==> src/hdl/wdwa_pkg.sv <==
// shared constants, types and coefficient tables for the windowed decay average
`default_nettype none
package wdwa_pkg;

   localparam int HIST_DEPTH     = 16;
   localparam int MAX_COMPONENTS = 4;
   localparam int SLOT_W         = 4;
   localparam int COMP_W         = 2;
   localparam int ADDR_W         = SLOT_W + COMP_W;
   localparam int MEM_DEPTH      = HIST_DEPTH * MAX_COMPONENTS;
   localparam int VAL_W          = 16;
   localparam int WIN_W          = 5;
   localparam int WGT_W          = 16;
   localparam int RCP_W          = 17;
   localparam int ACC_W          = 36;
   localparam int MULB_W         = RCP_W + 1;
   localparam int PROD_W         = ACC_W + MULB_W;
   localparam int ROUND_SHIFT    = 31;

   localparam logic [WIN_W-1:0] WIN_RESET = WIN_W'(16);

   typedef enum logic [2:0] {
      ST_IDLE,
      ST_ACC,
      ST_DRAIN,
      ST_NORM,
      ST_OUT
   } state_type;

   typedef struct packed {
      logic              load;
      logic              add_prod;
      logic              sel_norm;
      logic              comp_ok;
      logic [SLOT_W-1:0] age;
      logic [WIN_W-1:0]  n;
   } ctl_type;

   // exp(-0.05*age) in unsigned q1.15
   function automatic logic [WGT_W-1:0] weight_of(input logic [SLOT_W-1:0] age);
      logic [WGT_W-1:0] w;
      unique case (age)
         4'd0:    w = 16'd32768;
         4'd1:    w = 16'd31170;
         4'd2:    w = 16'd29650;
         4'd3:    w = 16'd28204;
         4'd4:    w = 16'd26828;
         4'd5:    w = 16'd25520;
         4'd6:    w = 16'd24275;
         4'd7:    w = 16'd23091;
         4'd8:    w = 16'd21965;
         4'd9:    w = 16'd20894;
         4'd10:   w = 16'd19875;
         4'd11:   w = 16'd18905;
         4'd12:   w = 16'd17983;
         4'd13:   w = 16'd17106;
         4'd14:   w = 16'd16272;
         4'd15:   w = 16'd15479;
         default: w = '0;
      endcase
      return w;
   endfunction

   // reciprocal of the weight total for a window of n vectors, unsigned q1.16
   function automatic logic [RCP_W-1:0] recip_of(input logic [WIN_W-1:0] n);
      logic [RCP_W-1:0] r;
      unique case (n)
         5'd1:    r = 17'd65536;
         5'd2:    r = 17'd33587;
         5'd3:    r = 17'd22946;
         5'd4:    r = 17'd17632;
         5'd5:    r = 17'd14450;
         5'd6:    r = 17'd12332;
         5'd7:    r = 17'd10823;
         5'd8:    r = 17'd9695;
         5'd9:    r = 17'd8820;
         5'd10:   r = 17'd8123;
         5'd11:   r = 17'd7555;
         5'd12:   r = 17'd7084;
         5'd13:   r = 17'd6687;
         5'd14:   r = 17'd6349;
         5'd15:   r = 17'd6058;
         5'd16:   r = 17'd5804;
         default: r = '0;
      endcase
      return r;
   endfunction

endpackage
`default_nettype wire

==> src/hdl/windowed_decay_weighted_average_top.sv <==
// Windowed decay-weighted average. Each request is one signed q7.8 vector
// component; it is written into the current history slot and answered with
// the exp(-0.05*age) weighted mean over the newest n vectors, where
// n = min(completed vectors + 1, window_length clamped to 1..16). One shared
// multiplier does all the work: it walks the n history entries one per cycle,
// then scales by the reciprocal of the weight total; a new request is only
// accepted once the previous result has gone into the result register. The
// result register lets a new request in while the previous response is still
// waiting. A request marked last component advances the ring slot.
// window_length resets to 16; the user is to write it through csr_wr_en/
// csr_wr_data only while no request is in flight, which the block does not enforce.
`default_nettype none
module windowed_decay_weighted_average_top (
   input  wire logic                              clock,
   input  wire logic                              reset,
   input  wire logic                              csr_wr_en,
   input  wire logic [wdwa_pkg::WIN_W-1:0]         csr_wr_data,
   input  wire logic                              req_valid,
   output logic                                   req_stall,
   input  wire logic signed [wdwa_pkg::VAL_W-1:0]  req_reward_value,
   input  wire logic [wdwa_pkg::COMP_W-1:0]        req_component,
   input  wire logic                              req_last_component,
   output logic                                   rsp_valid,
   input  wire logic                              rsp_stall,
   output logic signed [wdwa_pkg::VAL_W-1:0]       rsp_smoothed_value,
   output logic [wdwa_pkg::COMP_W-1:0]             rsp_component_out
);
   import wdwa_pkg::*;

   logic [WIN_W-1:0]  win_len_ff;
   logic              rsp_valid_ff, rsp_valid_in;
   logic [VAL_W-1:0]  rsp_value_ff;
   logic [COMP_W-1:0] rsp_comp_ff;

   logic              out_free;
   logic              out_load;
   logic [COMP_W-1:0] comp_out;
   logic              hist_wr_en;
   logic [ADDR_W-1:0] hist_wr_addr;
   logic [ADDR_W-1:0] hist_rd_addr;
   logic [VAL_W-1:0]  hist_rd_data;
   logic [VAL_W-1:0]  result;
   ctl_type           ctl;

   always_ff @(posedge clock) begin
      if (reset) begin
         win_len_ff <= WIN_RESET;
      end else if (csr_wr_en) begin
         win_len_ff <= csr_wr_data;
      end
   end

   wdwa_seq u_seq (
      .clock              (clock),
      .reset              (reset),
      .req_valid          (req_valid),
      .req_stall          (req_stall),
      .req_component      (req_component),
      .req_last_component (req_last_component),
      .window_length      (win_len_ff),
      .out_free           (out_free),
      .out_load           (out_load),
      .comp_out           (comp_out),
      .hist_wr_en         (hist_wr_en),
      .hist_wr_addr       (hist_wr_addr),
      .hist_rd_addr       (hist_rd_addr),
      .ctl                (ctl)
   );

   wdwa_hist u_hist (
      .clock   (clock),
      .wr_en   (hist_wr_en),
      .wr_addr (hist_wr_addr),
      .wr_data (req_reward_value),
      .rd_addr (hist_rd_addr),
      .rd_data (hist_rd_data)
   );

   wdwa_mac u_mac (
      .clock     (clock),
      .ctl       (ctl),
      .req_value (req_reward_value),
      .rd_data   (hist_rd_data),
      .result    (result)
   );

   // response register
   assign out_free = !rsp_valid_ff || !rsp_stall;

   always_comb begin
      rsp_valid_in = rsp_valid_ff;
      if (out_load) begin
         rsp_valid_in = 1'b1;
      end else if (rsp_valid_ff && !rsp_stall) begin
         rsp_valid_in = 1'b0;
      end
   end

   always_ff @(posedge clock) begin
      if (reset) begin
         rsp_valid_ff <= 1'b0;
      end else begin
         rsp_valid_ff <= rsp_valid_in;
      end
      if (out_load) begin
         rsp_value_ff <= result;
         rsp_comp_ff  <= comp_out;
      end
   end

   assign rsp_valid          = rsp_valid_ff;
   assign rsp_smoothed_value = $signed(rsp_value_ff);
   assign rsp_component_out  = rsp_comp_ff;

   a_load_only_when_free: assert property (@(posedge clock) disable iff (reset)
      out_load |-> out_free)
      else $error("response overwritten while held");

   a_resp_after_load: assert property (@(posedge clock) disable iff (reset)
      out_load |=> rsp_valid)
      else $error("loaded response not presented");

   a_write_on_accept: assert property (@(posedge clock) disable iff (reset)
      hist_wr_en |-> req_valid && !req_stall)
      else $error("history written without an accepted request");

endmodule
`default_nettype wire

==> src/hdl/wdwa_hist.sv <==
// history memory: one write port, one registered read port
`default_nettype none
module wdwa_hist (
   input  wire logic                       clock,
   input  wire logic                       wr_en,
   input  wire logic [wdwa_pkg::ADDR_W-1:0] wr_addr,
   input  wire logic [wdwa_pkg::VAL_W-1:0]  wr_data,
   input  wire logic [wdwa_pkg::ADDR_W-1:0] rd_addr,
   output logic      [wdwa_pkg::VAL_W-1:0]  rd_data
);
   import wdwa_pkg::*;

   logic [VAL_W-1:0] mem [MEM_DEPTH];
   logic [VAL_W-1:0] rd_data_ff;

   always_ff @(posedge clock) begin
      if (wr_en) begin
         mem[wr_addr] <= wr_data;
      end
      rd_data_ff <= mem[rd_addr];
   end

   assign rd_data = rd_data_ff;

endmodule
`default_nettype wire

==> src/hdl/wdwa_mac.sv <==
// shared multiplier, accumulator, rounding and saturation
`default_nettype none
module wdwa_mac (
   input  wire logic                      clock,
   input  wire wdwa_pkg::ctl_type         ctl,
   input  wire logic [wdwa_pkg::VAL_W-1:0] req_value,
   input  wire logic [wdwa_pkg::VAL_W-1:0] rd_data,
   output logic      [wdwa_pkg::VAL_W-1:0] result
);
   import wdwa_pkg::*;

   localparam logic signed [PROD_W-1:0] RND_BIAS = PROD_W'(1) << (ROUND_SHIFT - 1);
   localparam logic signed [PROD_W-1:0] SAT_MAX  = PROD_W'((2 ** (VAL_W - 1)) - 1);
   localparam logic signed [PROD_W-1:0] SAT_MIN  = -SAT_MAX - PROD_W'(1);

   logic signed [VAL_W-1:0]  sample_ff;
   logic signed [ACC_W-1:0]  acc_ff;
   logic signed [ACC_W-1:0]  acc_in;
   logic signed [PROD_W-1:0] mul_ff;
   logic signed [VAL_W-1:0]  operand;
   logic signed [ACC_W-1:0]  mul_a;
   logic signed [MULB_W-1:0] mul_b;
   logic signed [PROD_W-1:0] rnd_sum;
   logic signed [PROD_W-1:0] shifted;
   logic [VAL_W-1:0]         sat_val;

   // operand select for the shared multiplier
   always_comb begin
      operand = (ctl.age == '0) ? sample_ff : $signed(rd_data);
      if (ctl.sel_norm) begin
         mul_a = acc_ff;
         mul_b = $signed({1'b0, recip_of(ctl.n)});
      end else begin
         mul_a = ACC_W'(operand);
         mul_b = $signed({{(MULB_W - WGT_W){1'b0}}, weight_of(ctl.age)});
      end
   end

   always_comb begin
      acc_in = acc_ff;
      if (ctl.load) begin
         acc_in = '0;
      end else if (ctl.add_prod) begin
         acc_in = acc_ff + mul_ff[ACC_W-1:0];
      end
   end

   always_ff @(posedge clock) begin
      if (ctl.load) begin
         sample_ff <= $signed(req_value);
      end
      acc_ff <= acc_in;
      mul_ff <= PROD_W'(mul_a * mul_b);
   end

   // round half up, then clamp to q7.8
   always_comb begin
      rnd_sum = mul_ff + RND_BIAS;
      shifted = rnd_sum >>> ROUND_SHIFT;
      if (shifted > SAT_MAX) begin
         sat_val = SAT_MAX[VAL_W-1:0];
      end else if (shifted < SAT_MIN) begin
         sat_val = SAT_MIN[VAL_W-1:0];
      end else begin
         sat_val = shifted[VAL_W-1:0];
      end
   end

   assign result = ctl.comp_ok ? sat_val : '0;

endmodule
`default_nettype wire

==> src/hdl/wdwa_seq.sv <==
// sequencer: walks the history window, keeps ring slot and fill count
`default_nettype none
module wdwa_seq (
   input  wire logic                       clock,
   input  wire logic                       reset,
   input  wire logic                       req_valid,
   output logic                            req_stall,
   input  wire logic [wdwa_pkg::COMP_W-1:0] req_component,
   input  wire logic                       req_last_component,
   input  wire logic [wdwa_pkg::WIN_W-1:0]  window_length,
   input  wire logic                       out_free,
   output logic                            out_load,
   output logic [wdwa_pkg::COMP_W-1:0]      comp_out,
   output logic                            hist_wr_en,
   output logic [wdwa_pkg::ADDR_W-1:0]      hist_wr_addr,
   output logic [wdwa_pkg::ADDR_W-1:0]      hist_rd_addr,
   output wdwa_pkg::ctl_type               ctl
);
   import wdwa_pkg::*;

   state_type         state_ff, state_in;
   logic [SLOT_W-1:0] slot_ff, slot_in;
   logic [WIN_W-1:0]  fill_ff, fill_in;
   logic [SLOT_W-1:0] age_ff, age_in;
   logic [SLOT_W-1:0] nm1_ff, nm1_in;
   logic [WIN_W-1:0]  n_ff, n_in;
   logic [COMP_W-1:0] comp_ff, comp_in;
   logic              last_ff, last_in;
   logic              comp_ok_ff, comp_ok_in;

   logic              accept;
   logic              req_comp_ok;
   logic [WIN_W-1:0]  wl_clamp;
   logic [WIN_W-1:0]  fill_p1;
   logic [WIN_W-1:0]  n_calc;
   logic [SLOT_W-1:0] rd_age;
   logic [COMP_W-1:0] rd_comp;

   assign accept      = req_valid && !req_stall;
   assign req_comp_ok = int'(req_component) < MAX_COMPONENTS;

   // window size for the incoming request
   always_comb begin
      if (window_length == '0) begin
         wl_clamp = WIN_W'(1);
      end else if (window_length > WIN_W'(HIST_DEPTH)) begin
         wl_clamp = WIN_W'(HIST_DEPTH);
      end else begin
         wl_clamp = window_length;
      end
      fill_p1 = fill_ff + WIN_W'(1);
      n_calc  = (fill_p1 < wl_clamp) ? fill_p1 : wl_clamp;
   end

   // next state
   always_comb begin
      state_in = state_ff;
      unique case (state_ff)
         ST_IDLE:  if (accept) state_in = ST_ACC;
         ST_ACC:   if (age_ff == nm1_ff) state_in = ST_DRAIN;
         ST_DRAIN: state_in = ST_NORM;
         ST_NORM:  state_in = ST_OUT;
         ST_OUT:   if (out_free) state_in = ST_IDLE;
         default:  state_in = ST_IDLE;
      endcase
   end

   // outputs
   always_comb begin
      req_stall    = 1'b1;
      out_load     = 1'b0;
      ctl.load     = 1'b0;
      ctl.add_prod = 1'b0;
      ctl.sel_norm = 1'b0;
      rd_age       = SLOT_W'(1);
      rd_comp      = comp_ff;
      unique case (state_ff)
         ST_IDLE: begin
            req_stall = 1'b0;
            ctl.load  = req_valid;
            rd_comp   = req_component;
         end
         ST_ACC: begin
            ctl.add_prod = (age_ff != '0);
            rd_age       = age_ff + SLOT_W'(1);
         end
         ST_DRAIN: ctl.add_prod = 1'b1;
         ST_NORM:  ctl.sel_norm = 1'b1;
         // keep the scaled product while the response register is held
         ST_OUT: begin
            out_load     = out_free;
            ctl.sel_norm = 1'b1;
         end
         default: begin
            req_stall = 1'b1;
         end
      endcase
      ctl.comp_ok  = comp_ok_ff;
      ctl.age      = age_ff;
      ctl.n        = n_ff;
      hist_wr_en   = accept && req_comp_ok;
      hist_wr_addr = {slot_ff, req_component};
      hist_rd_addr = {slot_ff - rd_age, rd_comp};
      comp_out     = comp_ff;
   end

   // counters and request context
   always_comb begin
      slot_in    = slot_ff;
      fill_in    = fill_ff;
      age_in     = age_ff;
      nm1_in     = nm1_ff;
      n_in       = n_ff;
      comp_in    = comp_ff;
      last_in    = last_ff;
      comp_ok_in = comp_ok_ff;
      if (accept) begin
         age_in     = '0;
         n_in       = n_calc;
         nm1_in     = SLOT_W'(n_calc - WIN_W'(1));
         comp_in    = req_component;
         last_in    = req_last_component;
         comp_ok_in = req_comp_ok;
      end
      if (state_ff == ST_ACC) begin
         age_in = age_ff + SLOT_W'(1);
      end
      if (out_load && last_ff) begin
         slot_in = slot_ff + SLOT_W'(1);
         if (fill_ff < WIN_W'(HIST_DEPTH)) begin
            fill_in = fill_ff + WIN_W'(1);
         end
      end
   end

   always_ff @(posedge clock) begin
      if (reset) begin
         state_ff <= ST_IDLE;
         slot_ff  <= '0;
         fill_ff  <= '0;
      end else begin
         state_ff <= state_in;
         slot_ff  <= slot_in;
         fill_ff  <= fill_in;
      end
      age_ff     <= age_in;
      nm1_ff     <= nm1_in;
      n_ff       <= n_in;
      comp_ff    <= comp_in;
      last_ff    <= last_in;
      comp_ok_ff <= comp_ok_in;
   end

   a_fill_bound: assert property (@(posedge clock) disable iff (reset)
      fill_ff <= WIN_W'(HIST_DEPTH))
      else $error("fill count above history depth");

   a_age_in_window: assert property (@(posedge clock) disable iff (reset)
      state_ff == ST_ACC |-> age_ff <= nm1_ff)
      else $error("age walked past window");

   a_accept_starts_walk: assert property (@(posedge clock) disable iff (reset)
      accept |=> state_ff == ST_ACC && age_ff == '0)
      else $error("accepted request did not start the walk");

   a_slot_moves_on_done: assert property (@(posedge clock) disable iff (reset)
      slot_ff != $past(slot_ff) && !$past(reset) |-> $past(out_load) && $past(last_ff))
      else $error("ring slot moved without a finished last component");

endmodule
`default_nettype wire

==> config.mk <==
export PLATFORM = sky130hd
export DESIGN_NAME = windowed_decay_weighted_average_top
export DESIGN_NICKNAME = d
export VERILOG_FILES = /design/src/hdl/wdwa_pkg.sv /design/src/hdl/windowed_decay_weighted_average_top.sv /design/src/hdl/wdwa_hist.sv /design/src/hdl/wdwa_mac.sv /design/src/hdl/wdwa_seq.sv
export SDC_FILE = /design/constraint.sdc
export NUM_CORES = 2
export LEC_CHECK = 0
export BUFFER_PORTS_ARGS = -buffer_cell sky130_fd_sc_hd__buf_2
export CORE_MARGIN = 1.5
export CORE_UTILIZATION = 58
export CTS_CLUSTER_SIZE = 10
export DETAILED_ROUTE_END_ITERATION = 7
export GPL_ROUTABILITY_DRIVEN = 0
export HOLD_SLACK_MARGIN = 0.08
export PLACE_DENSITY = 0.77
export SYNTH_ARGS = -nofsm -noshare
export SYNTH_HDL_FRONTEND = slang
export SYNTH_SLANG_ARGS = --single-unit
==> constraint.sdc <==
create_clock -name clock -period 8.1 [get_ports clock]
set_input_delay 0.405 -clock clock [delete_from_list [all_inputs] [get_ports clock]]
set_output_delay 0.405 -clock clock [all_outputs]
set_load 0.03 [all_outputs]
# After elaboration in Yosys (flattened, before gate mapping)
# Memories as Yosys holds them, arrays and structs flattened. A register that Yosys moved wholly into a read port is not among the register bits.
# Cells that the tools add are included.
# Widths: inputs -> output; s select.
[totals]
romBits = 800
regBits = 158
mem_bits_rw = 1024
out_inout_bits = 20
n_memories = 3
[memory_table]
columns = ["memory", "words", "width", "rd", "rd_clocked_by_memory_dff", "write_ports", "line_no", "text"]
rows = [
  ["u_hist.mem", 64, 16, 1, 1, 1, "wdwa_hist.sv:13", "logic [VAL_W-1:0] mem [MEM_DEPTH];"],
  ["(no name shown)", 32, 17, 1, 1, 0, "wdwa_pkg.sv:67", "unique case (n)"],
  ["(no name shown)", 16, 16, 1, 1, 0, "wdwa_pkg.sv:42", "unique case (age)"],
]
[classes]
reduce_logical = 15
n_mux = 26
magnitude_cmp = 5
addsub = 7
eq_ne = 8
mul = 1
[ops]
columns = ["cell", "n"]
rows = [
  ["$add 54x32->54 const B", 1],
  ["$mul 36x18->54", 1],
  ["$add 36x36->36", 1],
  ["$mux 36", 1],
  ["$mux 16", 2],
  ["$gt 23x16->1 const B", 1],
  ["$lt 23x16->1 const B", 1],
  ["$mux 5", 4],
  ["$mux 17", 1],
  ["$mux 4", 4],
  ["$pmux 3 s5", 1],
  ["$mux 3", 3],
  ["$add 4x1->4 const B", 2],
  ["$mux 1", 8],
  ["$eq 3x2->1 const B", 2],
  ["$add 5x1->5 const B", 1],
  ["$gt 5x5->1 const B", 1],
  ["$logic_not 5->1", 1],
  ["$lt 5x5->1", 1],
  ["$lt 5x5->1 const B", 1],
  ["$eq 4x4->1", 1],
  ["$logic_not 4->1", 1],
  ["$ne 2x1->1 const B", 2],
  ["$reduce_bool 2->1", 2],
  ["other kinds (15)", 18],
]

# Depth between registers and ports, before layout
[depth]
ltp_word = 6
mapped_depth = 33
mapped_depth_nobuf = 30

# By module
# A second synthesis with hierarchy kept.
[unflattened]
cells_unflattened = 5222
area_unflattened_um2 = 69878.3
[by_module_without_submodules]
columns = ["module", "cells_each", "instances", "seq_area_each_um2", "area_each_um2"]
rows = [
  ["wdwa_hist", 1829, 1, 31069.8, 40042.2],
  ["wdwa_mac", 3185, 1, 2282.2, 27345.0],
  ["wdwa_seq", 170, 1, 720.7, 1734.2],
  ["windowed_decay_weighted_average_top", 38, 1, 660.6, 757.0],
]

# Worst setup path before layout
# Ideal clock, no wire load.
[synth_timing]
path_kind = "flip-flop to flip-flop"
startpoint = "register u_seq.state_ff[2]"
endpoint = "register u_mac.mul_ff[52]"
setup_ns = 0.127
path_slack_ns = -0.009
stages_incl_launch_ff = 32
t_arrival_ns = 7.983
required_time_ns = 7.973
cell_sequence = "dfxtp_1 > clkbuf_1 > nand3b_1 > and2_1 > clkbuf_1 > clkbuf_1 > clkbuf_1 > nand2_1 > nand2_1 > clkbuf_1 > nand2_1 > fa_1 > fa_1 > fa_1 > inv_1 > fa_1 > fa_1 > inv_1 > fa_1 > inv_1 > ha_1 > clkbuf_1 > a21oi_1 > o21ai_0 > a2111oi_0 > nor2_1 > a31oi_1 > o31ai_1 > or4_1 > a31oi_1 > o21ai_0 > xor2_1"
[synth_between]
elab_chain_cells = 5
[synth_lines]
columns = ["element", "line_no", "text"]
rows = [
  ["start: declaration", "wdwa_seq.sv:21", "state_type state_ff, state_in;"],
  ["start signal: assignment", "wdwa_seq.sv:142", "state_ff <= state_in;"],
  ["$eq 3x2->1 / $eq 3x3->1 (equally long branches)", "wdwa_seq.sv:77", "unique case (state_ff)"],
  ["$reduce_or 2->1 (no line) *", "n/a", ""],
  ["$mux 1 *", "wdwa_seq.sv:77", ""],
  ["$mux 36 / $mux 17 (equally long branches)", "wdwa_mac.sv:30", "if (ctl.sel_norm) begin"],
  ["$mul 36x18->54 *", "wdwa_mac.sv:53", "mul_ff <= PROD_W'(mul_a * mul_b);"],
  ["end signal: assignment", "wdwa_mac.sv:53", ""],
  ["end: declaration", "wdwa_mac.sv:19", "logic signed [PROD_W-1:0] mul_ff;"],
]
# Every way passes the cells marked *; elsewhere a longest branch is shown, timed or not.
# A chain may end at the register's enable or synchronous reset.

# Worst setup path after layout
[layout_timing]
startpoint = "register u_seq.age_ff[0]"
endpoint = "register u_mac.mul_ff[51]"
[layout_between]
elab_chain_cells = 4
[layout_lines]
columns = ["element", "line_no", "text"]
rows = [
  ["start: declaration", "wdwa_seq.sv:24", "logic [SLOT_W-1:0] age_ff, age_in;"],
  ["start signal: assignment", "wdwa_seq.sv:146", "age_ff <= age_in;"],
  ["$logic_not 4->1", "wdwa_mac.sv:29", "operand = (ctl.age == '0) ? sample_ff : $signed(rd_data);"],
  ["$mux 16", "wdwa_mac.sv:29", ""],
  ["$mux 36", "wdwa_mac.sv:30", ""],
  ["$mul 36x18->54", "wdwa_mac.sv:53", ""],
]
# No other way between the ends.

==> flow_summary.ini <==
[synth]
synth_top_area_cell = edfxtp_1
synth_edf_count = 1074
synth.avg_cell_area_sq_um = 13.91
ys_seq_area_share_pct = 50.95
syn_area_sq_um = 69470
synth_fp_nets = 5798
syn_inst = 4994
yosysWarnings = 0
async_flop_share_pct = 0
synth_top_cells_by_area = edfxtp_1, fa_1, mux4_2
synth_ff_type = edfxtp_1
synth-seq-cells = 1231
synth_top_area_share_pct = 46.42
synth.distinct_cells = 69

[placement]
place.detailed.hpwl_mm = 120.9
io_buffers = 48
pre_cts_slack_ns = -0.1311

[finish]
final_cell_mix = edfxtp_1, inv_1, fa_1, nand2_1, nor2_1
drive_gt1_share_pct = 16.81
nets = 6047
synthToLayoutAreaGrowth_pct = 11.87
multi_input_area_sq_um = 31040
seq_area_sq_um = 35400
fillers = 7809
final_common_cell = edfxtp_1

[global_route]
grt_pass1_wl_mm = 287.1
overflow = 0
grt_pass1_vias = 45150
grt_start_max_net_pins = 152
antenna_found_initial = 16
grt_usage_pct = 32.19

[critical_path]
critPathRequiredTime_ns = 8.81
worst_path_largest_cell_delay_ns = 0.53
r2r_start = u_seq.age_ff[0]$_DFFE_PN_
r2r_cells = 30
cp-end-kind = register
start_kind = register
cp.arrival_ns = 8.61
worstSetupPathType = register to register
cp_common_cell = fa_1
crit_start = u_seq.age_ff[0]$_DFFE_PN_
crit_path_top_delay_cell = fa_1
cp_max_fo = 16

[detailed_routing]
drtPass1Iterations = 6
ant_nets = 0
drtIter0Drc = 5709
drc = 0
viasPerCell = 6.358
wl_per_cell_um = 27.65
routed_wl_mm = 190.8
num_vias = 43870

[cts]
cts_tree = yes
ctsLongestPathBuffers = 3
clk_latency_ns = 0.78
root_buffer = clkbuf_16
htree_levels = 4
clk_pin_slew_ns = 0.06
clock_sinks = 1231
cts_made_buffers = 143

[worst_hold_path]
hp-start = req_valid
hold_class = input pin to register
whs_path_depth = 4

[timing]
setup_viol = 0
fmaxAchievable_mhz = 126.6
drv_slew = 0
layout_setup_ws_ns = 0.1991
setup_tns_ns = 0
maxSlewHeadroom_pct = 3.375
skew_ns = 0.04574
period_minus_slack_ns = 7.901
period_share_pct = 97.54
holdWs_ns = 0.2080
worst_pin_slew_ns = 1.449
hold_violations = 0

[floorplan]
dieArea_sq_um = 121900
io_pins = 49
rows = 126
die_w_um = 349.1
start_util_pct = 58.68
die_h_um = 349.1
core_area_sq_um = 118400

[job]
maxCapViolCount = 0

[run_status]
status = complete, no violations
-- sequential cells by signal, summed over array words and instances, names as in the netlist, named ones only --
register and cells:
u_seq.n_ff 5, u_seq.fill_ff 5, rsp_smoothed_value 16, u_seq.comp_out 2, u_seq.state_ff 3, u_hist.rd_data 16, u_seq.age_ff 4, u_seq.slot_ff 4
u_hist.mem 1024, rsp_component_out 2, win_len_ff 5, u_mac.sample_ff 16, rsp_valid 1, u_seq.last_ff 1, u_mac.mul_ff 54, u_seq.nm1_ff 4
u_mac.acc_ff 36
-- through the flow --
step,cells,cell area (sq um),util [%]
2_1_floorplan,4994,69470,-
3_3_place_gp,6667,73020,61.67
3_5_place_dp,6667,73020,61.67
4_1_cts,6886,77320,65.30
5_1_grt,6900,77710,65.64
6_report,6901,77710,65.64
-- routing by layer --
metal | part of all wire [%] | track usage (%) | up-vias
li1 | - | - | 17770
met1 | 36 | 42.77 | 22390
met2 | 47 | 50.38 | 3136
met3 | 13 | 9.144 | 559
met4 | 4.2 | 13.11 | 22
met5 | 0.078 | 0 | -
-- logic make-up (layout without fill, tap and decap cells) --
group                    count (synthesis)  after routing  share of synthesized area [%]
other                                    0              2                              0
multiplexers                           386            386                          11.62
flip-flops                            1231           1231                          50.95
XOR/XNOR                               112            112                          1.412
buffers and inverters                  904           1209                          4.933
AND/OR/NAND/NOR                       1144           1144                          6.839
adder cells (fa/ha/maj)                775            775                          20.26
AO/OA/AOI/OAI                          442            442                          3.986
-- synth_stat cells (65+ instances only) --
cell and n:
a21o_1 65, xnor2_1 73, o21ai_0 86, edfxtp_1 1074
ha_1 192, inv_1 684, mux4_2 336, dfxtp_1 157
nor2_1 421, clkbuf_1 175, nand2_1 533, a21oi_1 142
fa_1 583
-- final timing paths --
check	to	slack (ns)
worst max-delay path	u_mac.mul_ff[51]$_DFF_P_	0.20
worst max register to register	u_mac.mul_ff[51]$_DFF_P_	0.20
worst min-delay path	u_seq.state_ff[0]$_SDFFE_PP0P_	0.21
worst min register to register	u_mac.acc_ff[0]$_SDFFE_PP0P_	0.47
-- layout make-up --
cell class,count,share of cell area [%]
Tap cell,1600,2.576
Multi-Input combinational cell,2859,39.94
Sequential cell,1231,45.55
Timing Repair Buffer,323,3.338
Inverter,685,3.309
Clock inverter,22,0.4975
Clock buffer,179,4.791
Antenna cell,2,0.006440
-- timing repair --
item | in CTS | in global routing
pin swaps | 0 | 3
endpoints found under the setup margin | 9 | 16
setup buffers | 0 | 12
hold endpoints to repair | 16 | 0
hold buffers | 18 | 0
resized for setup | 4 | 73
cloned | 0 | 1
-- critical path: cells and delay by family (launching register included) --
family	cells	cell delay, ns
flip-flops	1	0.42
AND/OR/NAND/NOR	7	1.31
AO/OA/AOI/OAI	7	1.75
buffers and inverters	7	0.82
multiplexers	1	0.10
adder cells (fa/ha/maj)	8	3.45
Power is not shown: default switching activity piles up to over one toggle a cycle in this logic, so the estimate is an artifact.
